===== src/design/bpv_pkg.sv =====
`default_nettype none

package bpv_pkg;

   // Fixed field widths of the request and response items
   localparam int BYTE_WIDTH     = 8;
   localparam int ERROR_WIDTH    = 4;
   localparam int INDEX_WIDTH    = 4;
   localparam int SHADE_OUT_W    = 2;
   localparam int NAME_LEN_WIDTH = 4;
   localparam int NAME_LOW_W     = 64;
   localparam int NAME_HIGH_W    = 32;

   // Payload layout
   localparam int HEADER_BYTES   = 8;
   localparam int MAX_NAME_BYTES = 12;
   localparam int COUNT_WIDTH    = 5;
   localparam int HEADER_WIDTH   = 16;
   localparam int FIELD_WIDTH    = 8;

   // Printable ASCII range
   localparam logic [7:0] CHAR_LO = 8'h20;
   localparam logic [7:0] CHAR_HI = 8'h7E;

   // Index reduction: q = (v * RECIP) >> 11 is the quotient or one below it
   localparam int RECIP_SHIFT = 11;
   localparam int NICK_MOD    = 10;
   localparam int NICK_RECIP  = 204;
   localparam int OUTFIT_MOD  = 14;
   localparam int OUTFIT_RECIP = 146;

   // Configuration port
   localparam int CSR_DATA_WIDTH = 32;
   localparam int CSR_ADDR_WIDTH = 5;

   typedef enum logic [2:0] {
      CSR_MAGIC   = 3'd0,
      CSR_VERSION = 3'd1,
      CSR_NICK    = 3'd2,
      CSR_OUTFIT  = 3'd3,
      CSR_SHADE   = 3'd4,
      CSR_CUSTOM  = 3'd5
   } csr_index_type;

   typedef enum logic [ERROR_WIDTH-1:0] {
      ERR_OK          = 4'd0,
      ERR_LENGTH      = 4'd1,
      ERR_MAGIC       = 4'd2,
      ERR_VERSION     = 4'd3,
      ERR_FLAGS       = 4'd4,
      ERR_CUSTOM      = 4'd5,
      ERR_UNPRINTABLE = 4'd6,
      ERR_EMPTY       = 4'd7,
      ERR_PADDING     = 4'd8
   } error_code_type;

   // Remainder of an 8-bit value by a small constant, via reciprocal
   function automatic logic [7:0] reduce_mod(input logic [7:0] value,
                                             input logic [7:0] modulus,
                                             input logic [7:0] recip);
      logic [15:0] prod;
      logic [4:0]  quot;
      logic [8:0]  back;
      logic [8:0]  rem;
      prod = value * recip;
      quot = prod[15:RECIP_SHIFT];
      back = 9'(quot * modulus);
      rem  = {1'b0, value} - back;
      if (rem >= {1'b0, modulus}) begin
         rem = rem - {1'b0, modulus};
      end
      return rem[7:0];
   endfunction

endpackage

`default_nettype wire


===== src/design/bpv_if.sv =====
`default_nettype none

interface bpv_req_if;
   logic                             valid;
   logic                             ready;
   logic [bpv_pkg::BYTE_WIDTH-1:0]   payload_byte;
   logic                             final_byte;

   modport source (output valid, output payload_byte, output final_byte, input ready);
   modport sink   (input valid, input payload_byte, input final_byte, output ready);
endinterface

interface bpv_rsp_if;
   logic                                 valid;
   logic                                 ready;
   logic                                 accepted;
   bpv_pkg::error_code_type              error_code;
   logic [bpv_pkg::INDEX_WIDTH-1:0]      nick_index;
   logic [bpv_pkg::INDEX_WIDTH-1:0]      outfit_index;
   logic [bpv_pkg::SHADE_OUT_W-1:0]      shade_index;
   logic                                 has_custom_name;
   logic [bpv_pkg::NAME_LEN_WIDTH-1:0]   name_length;
   logic [bpv_pkg::NAME_LOW_W-1:0]       name_low;
   logic [bpv_pkg::NAME_HIGH_W-1:0]      name_high;

   modport source (output valid, output accepted, output error_code, output nick_index,
                   output outfit_index, output shade_index, output has_custom_name,
                   output name_length, output name_low, output name_high, input ready);
   modport sink   (input valid, input accepted, input error_code, input nick_index,
                   input outfit_index, input shade_index, input has_custom_name,
                   input name_length, input name_low, input name_high, output ready);
endinterface

`default_nettype wire


===== src/design/beacon_payload_validator.sv =====
`default_nettype none

// Channel   Dir  Handshake      Carries
// req_if    in   valid/ready    payload_byte, final_byte (one request per payload byte)
// rsp_if    out  valid/ready    verdict, reduced indices and name (one per final byte)
// csr_*     in   APB write/read magic word, version, four header bit positions
//
// Throughput is one request per cycle while no final byte waits on a stalled
// response, set by the single stage of per-byte logic between the request
// register and the response register; a final byte's verdict shows on rsp_if.
// Reset (synchronous, active high) empties both registers, clears the
// per-payload state and loads the register defaults; the name store is not cleared.
// A stalled response holds only final bytes; non-final bytes keep flowing into
// the payload state while the response waits.

module beacon_payload_validator #(
   parameter int NAME_BYTES   = 12,
   parameter int NICK_WIDTH   = 4,
   parameter int OUTFIT_WIDTH = 4,
   parameter int SHADE_WIDTH  = 2
) (
   input  wire logic                                 clock,
   input  wire logic                                 reset,
   bpv_req_if.sink                                   req_if,
   bpv_rsp_if.source                                 rsp_if,
   input  wire logic                                 csr_psel,
   input  wire logic                                 csr_penable,
   input  wire logic                                 csr_pwrite,
   input  wire logic [bpv_pkg::CSR_ADDR_WIDTH-1:0]   csr_paddr,
   input  wire logic [bpv_pkg::CSR_DATA_WIDTH-1:0]   csr_pwdata,
   output logic      [bpv_pkg::CSR_DATA_WIDTH-1:0]   csr_prdata,
   output logic                                      csr_pready
);

   localparam int CW    = bpv_pkg::COUNT_WIDTH;
   localparam int IDX_W = (NAME_BYTES > 1) ? $clog2(NAME_BYTES) : 1;
   localparam logic [CW-1:0] SHORT_LEN = CW'(bpv_pkg::HEADER_BYTES);
   localparam logic [CW-1:0] LONG_LEN  = CW'(bpv_pkg::HEADER_BYTES + NAME_BYTES);
   localparam logic [CW-1:0] COUNT_CAP = CW'(bpv_pkg::HEADER_BYTES + NAME_BYTES + 1);
   localparam logic [7:0] NICK_MASK   = 8'((1 << NICK_WIDTH) - 1);
   localparam logic [7:0] OUTFIT_MASK = 8'((1 << OUTFIT_WIDTH) - 1);
   localparam logic [7:0] SHADE_MASK  = 8'((1 << SHADE_WIDTH) - 1);

   // ---------------------------------------------------------------
   // Configuration registers
   // ---------------------------------------------------------------
   logic [31:0] magic_ff;
   logic [7:0]  version_ff;
   logic [3:0]  nick_pos_ff;
   logic [3:0]  outfit_pos_ff;
   logic [3:0]  shade_pos_ff;
   logic [3:0]  custom_pos_ff;
   logic        csr_write;
   bpv_pkg::csr_index_type csr_index;

   assign csr_pready = 1'b1;
   assign csr_write  = csr_psel && csr_penable && csr_pwrite;
   assign csr_index  = bpv_pkg::csr_index_type'(csr_paddr[4:2]);

   always_ff @(posedge clock) begin
      if (reset) begin
         magic_ff      <= '0;
         version_ff    <= 8'd1;
         nick_pos_ff   <= 4'd0;
         outfit_pos_ff <= 4'd4;
         shade_pos_ff  <= 4'd8;
         custom_pos_ff <= 4'd15;
      end else if (csr_write) begin
         // Writes past the last register are dropped
         unique case (csr_index)
            bpv_pkg::CSR_MAGIC:   magic_ff      <= csr_pwdata;
            bpv_pkg::CSR_VERSION: version_ff    <= csr_pwdata[7:0];
            bpv_pkg::CSR_NICK:    nick_pos_ff   <= csr_pwdata[3:0];
            bpv_pkg::CSR_OUTFIT:  outfit_pos_ff <= csr_pwdata[3:0];
            bpv_pkg::CSR_SHADE:   shade_pos_ff  <= csr_pwdata[3:0];
            bpv_pkg::CSR_CUSTOM:  custom_pos_ff <= csr_pwdata[3:0];
            default: ;
         endcase
      end
   end

   always_comb begin
      unique case (csr_index)
         bpv_pkg::CSR_MAGIC:   csr_prdata = magic_ff;
         bpv_pkg::CSR_VERSION: csr_prdata = {24'd0, version_ff};
         bpv_pkg::CSR_NICK:    csr_prdata = {28'd0, nick_pos_ff};
         bpv_pkg::CSR_OUTFIT:  csr_prdata = {28'd0, outfit_pos_ff};
         bpv_pkg::CSR_SHADE:   csr_prdata = {28'd0, shade_pos_ff};
         bpv_pkg::CSR_CUSTOM:  csr_prdata = {28'd0, custom_pos_ff};
         default:              csr_prdata = '0;
      endcase
   end

   // ---------------------------------------------------------------
   // Request register and flow control
   // ---------------------------------------------------------------
   logic       s1_valid_ff, s1_valid_in;
   logic [7:0] s1_byte_ff;
   logic       s1_final_ff;
   logic       rsp_valid_ff, rsp_valid_in;
   logic       out_advance;
   logic       s1_move;
   logic       req_take;

   // Only a final byte needs room in the response register
   assign out_advance  = !rsp_valid_ff || rsp_if.ready;
   assign s1_move      = s1_valid_ff && (!s1_final_ff || out_advance);
   assign req_if.ready = !reset && (!s1_valid_ff || s1_move);
   assign req_take     = req_if.valid && req_if.ready;

   always_comb begin
      s1_valid_in = s1_valid_ff;
      if (req_take) begin
         s1_valid_in = 1'b1;
      end else if (s1_move) begin
         s1_valid_in = 1'b0;
      end
   end

   always_ff @(posedge clock) begin
      if (reset) begin
         s1_valid_ff <= 1'b0;
      end else begin
         s1_valid_ff <= s1_valid_in;
      end
   end

   always_ff @(posedge clock) begin
      if (req_take) begin
         s1_byte_ff  <= req_if.payload_byte;
         s1_final_ff <= req_if.final_byte;
      end
   end

   // ---------------------------------------------------------------
   // Per-payload state
   // ---------------------------------------------------------------
   logic [CW-1:0]             count_ff, count_in;
   logic [15:0]               hdr_ff, hdr_in;
   bpv_pkg::error_code_type   fault_ff, fault_in;
   logic [3:0]                chars_ff, chars_in;
   logic                      term_ff, term_in;
   logic                      bad_char_ff, bad_char_in;
   logic                      bad_pad_ff, bad_pad_in;
   logic [7:0]                name_store [NAME_BYTES];

   logic [CW-1:0]   pos;
   logic [CW-1:0]   name_off;
   logic [IDX_W-1:0] name_idx;
   logic            name_write;
   logic [7:0]      magic_byte;
   logic            printable;

   assign pos        = count_ff;
   assign name_off   = pos - SHORT_LEN;
   assign name_idx   = name_off[IDX_W-1:0];
   assign name_write = s1_move && (pos >= SHORT_LEN) && (pos < LONG_LEN);
   assign magic_byte = 8'(magic_ff >> {pos[1:0], 3'b000});
   assign printable  = (s1_byte_ff >= bpv_pkg::CHAR_LO) && (s1_byte_ff <= bpv_pkg::CHAR_HI);

   // Apply the current byte to the header checks and name trackers
   always_comb begin
      hdr_in      = hdr_ff;
      fault_in    = fault_ff;
      chars_in    = chars_ff;
      term_in     = term_ff;
      bad_char_in = bad_char_ff;
      bad_pad_in  = bad_pad_ff;
      priority if (pos < 5'd4) begin
         if (fault_ff == bpv_pkg::ERR_OK && s1_byte_ff != magic_byte) begin
            fault_in = bpv_pkg::ERR_MAGIC;
         end
      end else if (pos == 5'd4) begin
         if (fault_ff == bpv_pkg::ERR_OK && s1_byte_ff != version_ff) begin
            fault_in = bpv_pkg::ERR_VERSION;
         end
      end else if (pos == 5'd5) begin
         hdr_in[7:0] = s1_byte_ff;
      end else if (pos == 5'd6) begin
         hdr_in[15:8] = s1_byte_ff;
      end else if (pos == 5'd7) begin
         if (fault_ff == bpv_pkg::ERR_OK && s1_byte_ff != 8'd0) begin
            fault_in = bpv_pkg::ERR_FLAGS;
         end
      end else if (pos < LONG_LEN) begin
         if (!term_ff) begin
            priority if (s1_byte_ff == 8'd0) begin
               term_in = 1'b1;
            end else if (printable && !bad_char_ff) begin
               chars_in = chars_ff + 4'd1;
            end else begin
               bad_char_in = 1'b1;
            end
         end else if (s1_byte_ff != 8'd0) begin
            bad_pad_in = 1'b1;
         end
      end else begin
         // Bytes past the longest payload are ignored
      end
   end

   always_comb begin
      count_in = count_ff;
      if (count_ff < COUNT_CAP) begin
         count_in = count_ff + 5'd1;
      end
   end

   always_ff @(posedge clock) begin
      if (reset) begin
         count_ff    <= '0;
         hdr_ff      <= '0;
         fault_ff    <= bpv_pkg::ERR_OK;
         chars_ff    <= '0;
         term_ff     <= 1'b0;
         bad_char_ff <= 1'b0;
         bad_pad_ff  <= 1'b0;
      end else if (s1_move) begin
         if (s1_final_ff) begin
            // Drop all per-payload state after the verdict
            count_ff    <= '0;
            hdr_ff      <= '0;
            fault_ff    <= bpv_pkg::ERR_OK;
            chars_ff    <= '0;
            term_ff     <= 1'b0;
            bad_char_ff <= 1'b0;
            bad_pad_ff  <= 1'b0;
         end else begin
            count_ff    <= count_in;
            hdr_ff      <= hdr_in;
            fault_ff    <= fault_in;
            chars_ff    <= chars_in;
            term_ff     <= term_in;
            bad_char_ff <= bad_char_in;
            bad_pad_ff  <= bad_pad_in;
         end
      end
   end

   always_ff @(posedge clock) begin
      if (name_write) begin
         name_store[name_idx] <= s1_byte_ff;
      end
   end

   // ---------------------------------------------------------------
   // Verdict
   // ---------------------------------------------------------------
   logic [CW-1:0]           len;
   logic                    custom;
   logic                    is_long;
   bpv_pkg::error_code_type err;
   logic [7:0]              nick_raw, outfit_raw, shade_raw;
   logic [7:0]              nick_red, outfit_red;
   logic [7:0]              name_bytes [bpv_pkg::MAX_NAME_BYTES];
   logic [63:0]             name_low_w;
   logic [31:0]             name_high_w;

   assign len     = pos + 5'd1;
   assign is_long = (len == LONG_LEN);
   assign custom  = hdr_in[custom_pos_ff];

   always_comb begin
      priority if (len != SHORT_LEN && !is_long) begin
         err = bpv_pkg::ERR_LENGTH;
      end else if (fault_in != bpv_pkg::ERR_OK) begin
         err = fault_in;
      end else if (custom != is_long) begin
         err = bpv_pkg::ERR_CUSTOM;
      end else if (custom && bad_char_in) begin
         err = bpv_pkg::ERR_UNPRINTABLE;
      end else if (custom && chars_in == 4'd0) begin
         err = bpv_pkg::ERR_EMPTY;
      end else if (custom && bad_pad_in) begin
         err = bpv_pkg::ERR_PADDING;
      end else begin
         err = bpv_pkg::ERR_OK;
      end
   end

   assign nick_raw   = 8'(hdr_in >> nick_pos_ff) & NICK_MASK;
   assign outfit_raw = 8'(hdr_in >> outfit_pos_ff) & OUTFIT_MASK;
   assign shade_raw  = 8'(hdr_in >> shade_pos_ff) & SHADE_MASK;
   assign nick_red   = bpv_pkg::reduce_mod(nick_raw, 8'(bpv_pkg::NICK_MOD),
                                           8'(bpv_pkg::NICK_RECIP));
   assign outfit_red = bpv_pkg::reduce_mod(outfit_raw, 8'(bpv_pkg::OUTFIT_MOD),
                                           8'(bpv_pkg::OUTFIT_RECIP));

   // Name as it stands after this byte, zero past the counted characters
   always_comb begin
      for (int i = 0; i < bpv_pkg::MAX_NAME_BYTES; i++) begin
         name_bytes[i] = 8'd0;
      end
      for (int i = 0; i < NAME_BYTES; i++) begin
         if (4'(i) < chars_in) begin
            if (name_write && name_idx == IDX_W'(i)) begin
               name_bytes[i] = s1_byte_ff;
            end else begin
               name_bytes[i] = name_store[i];
            end
         end
      end
      for (int i = 0; i < 8; i++) begin
         name_low_w[8*i +: 8] = name_bytes[i];
      end
      for (int i = 0; i < 4; i++) begin
         name_high_w[8*i +: 8] = name_bytes[8 + i];
      end
   end

   // ---------------------------------------------------------------
   // Response register
   // ---------------------------------------------------------------
   logic                    rsp_load;
   logic                    acc_ff;
   bpv_pkg::error_code_type err_ff;
   logic [3:0]              nick_ff, outfit_ff;
   logic [1:0]              shade_ff;
   logic                    custom_ff;
   logic [3:0]              name_count_ff;
   logic [63:0]             name_low_ff;
   logic [31:0]             name_high_ff;
   logic                    ok;

   assign rsp_load = s1_move && s1_final_ff;
   assign ok       = (err == bpv_pkg::ERR_OK);

   always_comb begin
      rsp_valid_in = rsp_valid_ff;
      if (rsp_load) begin
         rsp_valid_in = 1'b1;
      end else if (rsp_if.ready) begin
         rsp_valid_in = 1'b0;
      end
   end

   always_ff @(posedge clock) begin
      if (reset) begin
         rsp_valid_ff <= 1'b0;
      end else begin
         rsp_valid_ff <= rsp_valid_in;
      end
   end

   // Rejected payloads report only the error code
   always_ff @(posedge clock) begin
      if (rsp_load) begin
         acc_ff        <= ok;
         err_ff        <= err;
         nick_ff       <= ok ? nick_red[3:0] : 4'd0;
         outfit_ff     <= ok ? outfit_red[3:0] : 4'd0;
         shade_ff      <= ok ? shade_raw[1:0] : 2'd0;
         custom_ff     <= ok && custom;
         name_count_ff <= (ok && custom) ? chars_in : 4'd0;
         name_low_ff   <= (ok && custom) ? name_low_w : 64'd0;
         name_high_ff  <= (ok && custom) ? name_high_w : 32'd0;
      end
   end

   assign rsp_if.valid           = rsp_valid_ff;
   assign rsp_if.accepted        = acc_ff;
   assign rsp_if.error_code      = err_ff;
   assign rsp_if.nick_index      = nick_ff;
   assign rsp_if.outfit_index    = outfit_ff;
   assign rsp_if.shade_index     = shade_ff;
   assign rsp_if.has_custom_name = custom_ff;
   assign rsp_if.name_length     = name_count_ff;
   assign rsp_if.name_low        = name_low_ff;
   assign rsp_if.name_high       = name_high_ff;

endmodule

`default_nettype wire

===== src/flat_wrapper.sv =====
// flat-port wrapper written by rule: the top's interface ports become plain ports
module beacon_payload_validator_flat 
#(
   parameter int NAME_BYTES   = 12,
   parameter int NICK_WIDTH   = 4,
   parameter int OUTFIT_WIDTH = 4,
   parameter int SHADE_WIDTH  = 2
)
  (clock, reset, csr_psel, csr_penable, csr_pwrite, csr_paddr, csr_pwdata, csr_prdata, csr_pready, req_if_valid, req_if_payload_byte, req_if_final_byte, req_if_ready, rsp_if_valid, rsp_if_accepted, rsp_if_error_code, rsp_if_nick_index, rsp_if_outfit_index, rsp_if_shade_index, rsp_if_has_custom_name, rsp_if_name_length, rsp_if_name_low, rsp_if_name_high, rsp_if_ready);
  bpv_req_if req_if_i ();
  bpv_rsp_if rsp_if_i ();
  input  wire logic clock;
  input  wire logic reset;
  input  wire logic csr_psel;
  input  wire logic csr_penable;
  input  wire logic csr_pwrite;
  input  wire logic [bpv_pkg::CSR_ADDR_WIDTH-1:0] csr_paddr;
  input  wire logic [bpv_pkg::CSR_DATA_WIDTH-1:0] csr_pwdata;
  output logic      [bpv_pkg::CSR_DATA_WIDTH-1:0] csr_prdata;
  output logic csr_pready;
  input wire logic [$bits(req_if_i.valid)-1:0] req_if_valid;
  input wire logic [$bits(req_if_i.payload_byte)-1:0] req_if_payload_byte;
  input wire logic [$bits(req_if_i.final_byte)-1:0] req_if_final_byte;
  output wire logic [$bits(req_if_i.ready)-1:0] req_if_ready;
  output wire logic [$bits(rsp_if_i.valid)-1:0] rsp_if_valid;
  output wire logic [$bits(rsp_if_i.accepted)-1:0] rsp_if_accepted;
  output wire logic [$bits(rsp_if_i.error_code)-1:0] rsp_if_error_code;
  output wire logic [$bits(rsp_if_i.nick_index)-1:0] rsp_if_nick_index;
  output wire logic [$bits(rsp_if_i.outfit_index)-1:0] rsp_if_outfit_index;
  output wire logic [$bits(rsp_if_i.shade_index)-1:0] rsp_if_shade_index;
  output wire logic [$bits(rsp_if_i.has_custom_name)-1:0] rsp_if_has_custom_name;
  output wire logic [$bits(rsp_if_i.name_length)-1:0] rsp_if_name_length;
  output wire logic [$bits(rsp_if_i.name_low)-1:0] rsp_if_name_low;
  output wire logic [$bits(rsp_if_i.name_high)-1:0] rsp_if_name_high;
  input wire logic [$bits(rsp_if_i.ready)-1:0] rsp_if_ready;
  assign req_if_i.valid = req_if_valid;
  assign req_if_i.payload_byte = req_if_payload_byte;
  assign req_if_i.final_byte = req_if_final_byte;
  assign req_if_ready = req_if_i.ready;
  assign rsp_if_valid = rsp_if_i.valid;
  assign rsp_if_accepted = rsp_if_i.accepted;
  assign rsp_if_error_code = rsp_if_i.error_code;
  assign rsp_if_nick_index = rsp_if_i.nick_index;
  assign rsp_if_outfit_index = rsp_if_i.outfit_index;
  assign rsp_if_shade_index = rsp_if_i.shade_index;
  assign rsp_if_has_custom_name = rsp_if_i.has_custom_name;
  assign rsp_if_name_length = rsp_if_i.name_length;
  assign rsp_if_name_low = rsp_if_i.name_low;
  assign rsp_if_name_high = rsp_if_i.name_high;
  assign rsp_if_i.ready = rsp_if_ready;
  beacon_payload_validator #(.NAME_BYTES(NAME_BYTES), .NICK_WIDTH(NICK_WIDTH), .OUTFIT_WIDTH(OUTFIT_WIDTH), .SHADE_WIDTH(SHADE_WIDTH)) u_core (.clock(clock), .reset(reset), .req_if(req_if_i), .rsp_if(rsp_if_i), .csr_psel(csr_psel), .csr_penable(csr_penable), .csr_pwrite(csr_pwrite), .csr_paddr(csr_paddr), .csr_pwdata(csr_pwdata), .csr_prdata(csr_prdata), .csr_pready(csr_pready));
endmodule

===== config.mk =====
export PLATFORM = sky130hd
export DESIGN_NAME = beacon_payload_validator_flat
export DESIGN_NICKNAME = d
export VERILOG_FILES = /design/src/design/bpv_pkg.sv /design/src/design/bpv_if.sv /design/src/design/beacon_payload_validator.sv /design/src/flat_wrapper.sv
export SDC_FILE = /design/constraint.sdc
export NUM_CORES = 1
export LEC_CHECK = 0
export BUFFER_PORTS_ARGS = -buffer_cell sky130_fd_sc_hd__buf_2
export CORE_MARGIN = 2
export CORE_UTILIZATION = 40
export CTS_CLUSTER_SIZE = 12
export DETAILED_ROUTE_END_ITERATION = 7
export GPL_TIMING_DRIVEN = 0
export PLACE_DENSITY_LB_ADDON = 0.1
export RECOVER_POWER = 50
export SETUP_SLACK_MARGIN = 0.2
export SYNTH_ARGS = -nofsm -noshare
export SYNTH_HDL_FRONTEND = slang
export SYNTH_SLANG_ARGS = --single-unit

===== constraint.sdc =====
create_clock -name clock -period 10 [get_ports clock]
set_input_delay 1 -clock clock [delete_from_list [all_inputs] [get_ports clock]]
set_output_delay 1 -clock clock [all_outputs]
set_load 0.02 [all_outputs]

# After elaboration in Yosys (flattened, before gate mapping)
# Memory sizes are Yosys's and may differ from the RTL's. A register that Yosys moved wholly into a read port is not among the register bits.
# Cells that the tools add are included.
[word_totals]
register_bits = 119
ramBits = 96
input_bits = 53
output_inout_bits = 151
word_cells = 222
n_memories = 1
[memory_table]
columns = ["memory", "depth", "word_bits", "read_ports", "rd_clocked_by_memory_dff", "wr", "line", "rtl"]
rows = [
  ["u_core.name_store", 12, 8, 12, 12, 1, "beacon_payload_validator.sv:145", "logic [7:0] name_store [NAME_BYTES];"],
]
[classes]
addsub = 7
n_mul = 4
n_lt_le_gt_ge = 21
eq_ne = 19
n_shift = 4
muxes = 72
n_reduce_logical = 70
[op_table]
columns = ["operator", "n"]
rows = [
  ["$pmux W32 S6", 1],
  ["$mux W4", 27],
  ["$mux W16", 3],
  ["$reduce_and A2 Y1", 19],
  ["$mux W1", 35],
  ["$shr A16 B4 Y4", 2],
  ["$shr A32 B5 Y8", 1],
  ["$mux W8", 3],
  ["$eq A5 B3 Y1 const B", 4],
  ["$ge A9 B4 Y1 const B", 2],
  ["$logic_and A1 B1 Y1", 18],
  ["$logic_not A1 Y1", 18],
  ["$sub A4 B9 Y9", 2],
  ["$lt A3 B4 Y1 const A", 4],
  ["$lt A4 B4 Y1 const A", 4],
  ["$mul A5 B3 Y8 const B", 2],
  ["$ne A8 B8 Y1", 2],
  ["$shr A16 B4 Y2", 1],
  ["$logic_not A4 Y1", 3],
  ["$sub A4 B4 Y4 const B", 3],
  ["$mul A4 B7 Y11 const B", 1],
  ["$lt A5 B5 Y1 const B", 2],
  ["$mul A4 B6 Y10 const B", 1],
  ["$mux W5", 2],
  ["24 further kinds", 37],
]

# Depth between registers and ports, before layout
[depth]
ltp_word = 23
mapped_depth = 28
ltp_nobuf = 24

# Worst setup path before layout
# OpenSTA, ideal clock, no wires.
[synth_timing]
path_type = "register -> register"
startpoint = "reg u_core.count_ff[0]"
endpoint = "reg u_core.nick_ff[2] (netlist: u_core.rsp_if.nick_index[2]) (data pin)"
arrival_ns = 6.650
t_required_ns = 9.848
path_slack_ns = 3.198
stages_incl_launch_ff = 29
n_path_buf = 4
cell_sequence = "dfxtp_1 -> clkbuf_1 -> clkbuf_1 -> inv_1 -> ha_1 -> or4b_1 -> buf_2 -> nor2_2 -> buf_2 -> mux2i_1 -> mux4_2 -> a221oi_1 -> a21o_1 -> inv_1 -> ha_1 -> ha_1 -> or2_2 -> ha_1 -> a21o_1 -> a21oi_1 -> o21bai_1 -> xor2_1 -> ha_1 -> ha_1 -> inv_1 -> fa_1 -> nor2b_1 -> or3_1 -> a31oi_1"
[synth_via]
elab_chain_len = 15
[synth_rtl]
columns = ["element", "line", "rtl"]
rows = [
  ["from (decl)", "beacon_payload_validator.sv:138", "logic [CW-1:0] count_ff, count_in;"],
  ["from (signal assigned)", "beacon_payload_validator.sv:229", "count_ff <= count_in;"],
  ["parallel branches: the longest is 15 deep, another holds $mul A4 B6 Y10", "n/a", ""],
  ["to (signal assigned)", "beacon_payload_validator.sv:350", "nick_ff <= ok ? nick_red[3:0] : 4'd0;"],
  ["to (decl)", "beacon_payload_validator.sv:317", "logic [3:0] nick_ff, outfit_ff;"],
]
# Several ways; the timed one is not identified. The select of a mux whose other input is x is not followed.
# A chain may end at the register's enable or synchronous reset.

# Worst setup path after layout
# Ends and elaborated chain as after synthesis.

==> flow_summary.json <==
{
  "p_int_w": 0.00219,
  "status": "finished, violations left",
  "viasPerCell": 5.38,
  "first_pass_iters": 6,
  "fin_skew_ps": 30.8,
  "syn-num-nets": 1296,
  "yosysUniqueCellTypes": 76,
  "critPathLaunchType": "flop",
  "hold_class": "reg -> reg",
  "cts-buffers-inserted": 36,
  "clkTransAtPathRegs_ps": 60,
  "slowest_stage": "a21boi_0",
  "first_global_vias": 10307,
  "io_pins": 204,
  "cp_slowest_stage_delay_ps": 1050,
  "p_leak_nw": 6.35,
  "finalWirelength_um": 39900,
  "cap_viol_max_count": 3,
  "violations": "capacitance limit, slew limit",
  "insertion_delay_ps": 540,
  "reg2reg_slack_ps": 1780,
  "final_nets": 1532,
  "htreeDepth": 2,
  "post-route-period-util_pct": 82.2,
  "gp_congestion": 0.883,
  "seq_area_frac_synth_pct": 57.3,
  "dp_slack_ps": 1800,
  "cp_num_buf_inv": 6,
  "ys_async_sr_fraction_pct": 0,
  "cts.sinks": 311,
  "drive_above_1_share_pct": 14.7,
  "synth_area_sq_um": 14700,
  "n_antenna_cell": 0,
  "critical-path-top-delay-family": "compound AO/OA/AOI/OAI gates",
  "ys.flop_type": "edfxtp_1",
  "worst_slack_ps": 1780,
  "netlist_top_cells_area": "edfxtp_1 (45%), dfxtp_1 (12%), mux4_2 (7.8%)",
  "die_h_um": 196,
  "vias": 10478,
  "arrival_ps": 8590,
  "placed_area_sq_um": 16300,
  "area_growth_syn_to_layout_pct": 17.7,
  "p_per_area_nw_per_um2": 161,
  "swShare_pct": 21.6,
  "synth_seq_cells": 311,
  "yosys.area.top_type": "edfxtp_1",
  "die_w_um": 196,
  "drv_slew": 131,
  "worst_pin_slew_ps": 3740,
  "path_max_fanout": 10,
  "yosys_warnings": 0,
  "p_clk_share_pct": 46.6,
  "final_antenna_net_count": 0,
  "cp_data_required_time_ps": 10370,
  "relSlewSlack_pct": -149,
  "port_buffers": 197,
  "final_area_sq_um": 17300,
  "cp-end-kind": "flop",
  "syn_avg_cell_area_sq_um": 12.1,
  "hold_viol": 0,
  "seq_power_share_pct": 50.1,
  "netlist_instances": 1215,
  "p_comb_share_pct": 3.3,
  "period_minus_slack_ps": 8220,
  "initial_core_util_pct": 40.4,
  "synth_edf_count": 221,
  "ir_drop_uv": 94.9,
  "grt_usage_pct": 20.8,
  "ff_latch_area_sq_um": 8440,
  "grt_max_degree": 70,
  "synth.top_cell.area_share_pct": 45.1,
  "rows": 70,
  "drtIter0Drc": 758,
  "power_switching_w": 0.000602,
  "die_area_sq_um": 38300,
  "setup_viol": 0,
  "root_buffer": "clkbuf_16",
  "crit_type": "reg -> reg",
  "postCtsHoldBufs": 0,
  "multi_input_area_sq_um": 5800,
  "drc": 0,
  "cts.path.max_buffers": 3,
  "fill_cells": 3417,
  "cts_tree": "yes",
  "cp_common_cell": "ha_1",
  "antenna_found_initial": 0,
  "setup_tns_ps": 0,
  "cts_resized": 0,
  "grt_pass1_wl_um": 61300,
  "timing.fmax_mhz": 122,
  "core_area_sq_um": 36400,
  "dpl.hpwl_um": 28000,
  "overflow": 0,
  "cts_setup_buffers": 0,
  "rsz0062_at_grt": "no",
  "wl_per_cell_um": 20.5
}
-- logic make-up after synthesis --
| logic type | Yosys count | share of synthesized area, % |
|---|---|---|
| mux | 118 | 12.4 |
| fa+ha+maj | 28 | 2.53 |
| other cells | 1 | 0.0255 |
| buf+inv | 120 | 3.22 |
| simple gates | 439 | 15.5 |
| flops | 311 | 57.3 |
| xor+xnor | 25 | 1.49 |
| compound gates | 173 | 7.46 |
-- final cells by class --
type / count / area share (%)
tap: 468 / 3.38
sequential: 311 / 48.7
clock buffer: 49 / 5.71
timing repair buffer: 198 / 4.86
multi-input combinational: 784 / 33.5
clock inverter: 16 / 1.06
buffer: 88 / 2.04
inverter: 32 / 0.694
-- final timing paths --
kind | end | depth (start not counted) | startpoint
hold / removal | u_core.fault_ff[3]$_SDFFE_PP0P_ | 2 | u_core.fault_ff[3]$_SDFFE_PP0P_
setup reg to reg | u_core.rsp_if.nick_index[2]$_SDFFCE_PP0P_ | 26 | u_core.count_ff[0]$_SDFFE_PP0P_
hold reg to reg | u_core.fault_ff[3]$_SDFFE_PP0P_ | 2 | u_core.fault_ff[3]$_SDFFE_PP0P_
setup / recovery | u_core.rsp_if.nick_index[2]$_SDFFCE_PP0P_ | 26 | u_core.count_ff[0]$_SDFFE_PP0P_
-- placed cells by master, fill, tap and decap left out, drive strengths merged, types with 4 or more instances in the layout --
cell type	Yosys	routed
clkbuf	70	238
edfxtp	221	221
nor2	110	110
nand2	101	101
buf	18	97
dfxtp	90	90
and3	74	74
a21oi	66	66
mux2i	61	61
mux4	51	51
and2	47	47
inv	31	33
o21ai	30	30
ha	25	25
xnor2	20	20
nor3	17	17
and4	16	16
nor4	13	13
a31oi	11	11
a22oi	11	11
clkinv	1	11
nand3	10	10
nor2b	9	9
nand2b	8	8
or2	8	8
nand4	7	7
a211oi	7	7
mux2	6	6
nand3b	5	5
xor2	5	5
nor3b	4	4
o21a	4	4
o22ai	4	4
a211o	4	4
-- worst reg2reg max path, stage by stage (launching register included) --
cell and delay [ps]:
dfxtp_1 360, clkbuf_1 360, clkbuf_1 540, inv_1 150, ha_1 340, or4b_1 500, buf_2 200, o21ai_0 650
a21boi_0 1050, mux4_2 450, mux4_2 220, inv_1 100, ha_1 230, ha_1 190, or2_2 270, ha_1 270
a21o_1 150, a21oi_1 160, o21bai_1 110, xor2_1 180, ha_1 200, ha_1 150, inv_1 50, fa_1 510
nor2b_1 180, or3_1 320, a31oi_1 150
-- through the flow --
stage	instances	total power [W]	util, %	hold WS [ps]
4_1_cts	1946	0.00282	48.0	461
3_5_place_dp	1881	0.00152	44.8	454
5_1_grt	1946	0.00288	47.5	488
3_3_place_gp	1880	0.00152	44.7	445
6_report	1946	0.00279	47.5	461
2_1_floorplan	1215	0.00147	-	426
-- flip-flops by register name (all words and copies together), names as in the netlist, 5 cells and up --
signal                   count
u_core.hdr_ff               16
u_core.count_ff              5
u_core.rsp_if.name_high     32
u_core.name_store           96
u_core.magic_ff             32
u_core.s1_byte_ff            8
u_core.version_ff            8
u_core.rsp_if.name_low      64
-- power groups by stage --
stage | clock, W | sequential [W] | combinational (W)
after floorplan | 0 | 0.00142 | 0.0000476
after global placement | 0 | 0.00143 | 0.0000939
after detailed placement | 0 | 0.00142 | 0.0000953
after CTS | 0.00133 | 0.00140 | 0.0000956
after global routing | 0.00139 | 0.00140 | 0.000100
final | 0.00130 | 0.00140 | 0.0000919
-- routing by layer --
metal	vias to the layer above	track usage (%)	share of wire, %
li1	4972	-	-
met1	5090	27.9	45
met2	349	34.3	47
met3	67	3.52	5.8
met4	0	7.13	3.0
met5	-	0	0
-- Yosys cell counts (6+ instances only) --
library cell	count
mux2_2	6
clkbuf_1	69
or2_2	7
mux4_2	51
o21ai_0	30
inv_1	29
nand2_1	101
nor2_1	109
nor3_1	17
nand3_1	10
a22oi_1	11
a211oi_1	6
nand4_1	7
xnor2_1	20
and4_1	16
edfxtp_1	221
buf_1	11
ha_1	25
a31oi_1	11
a21oi_1	66
dfxtp_1	90
nor2b_1	9
and3_1	74
nand2b_1	8
nor4_1	13
and2_1	45
mux2i_1	61
(Power assumes the default switching activity.)
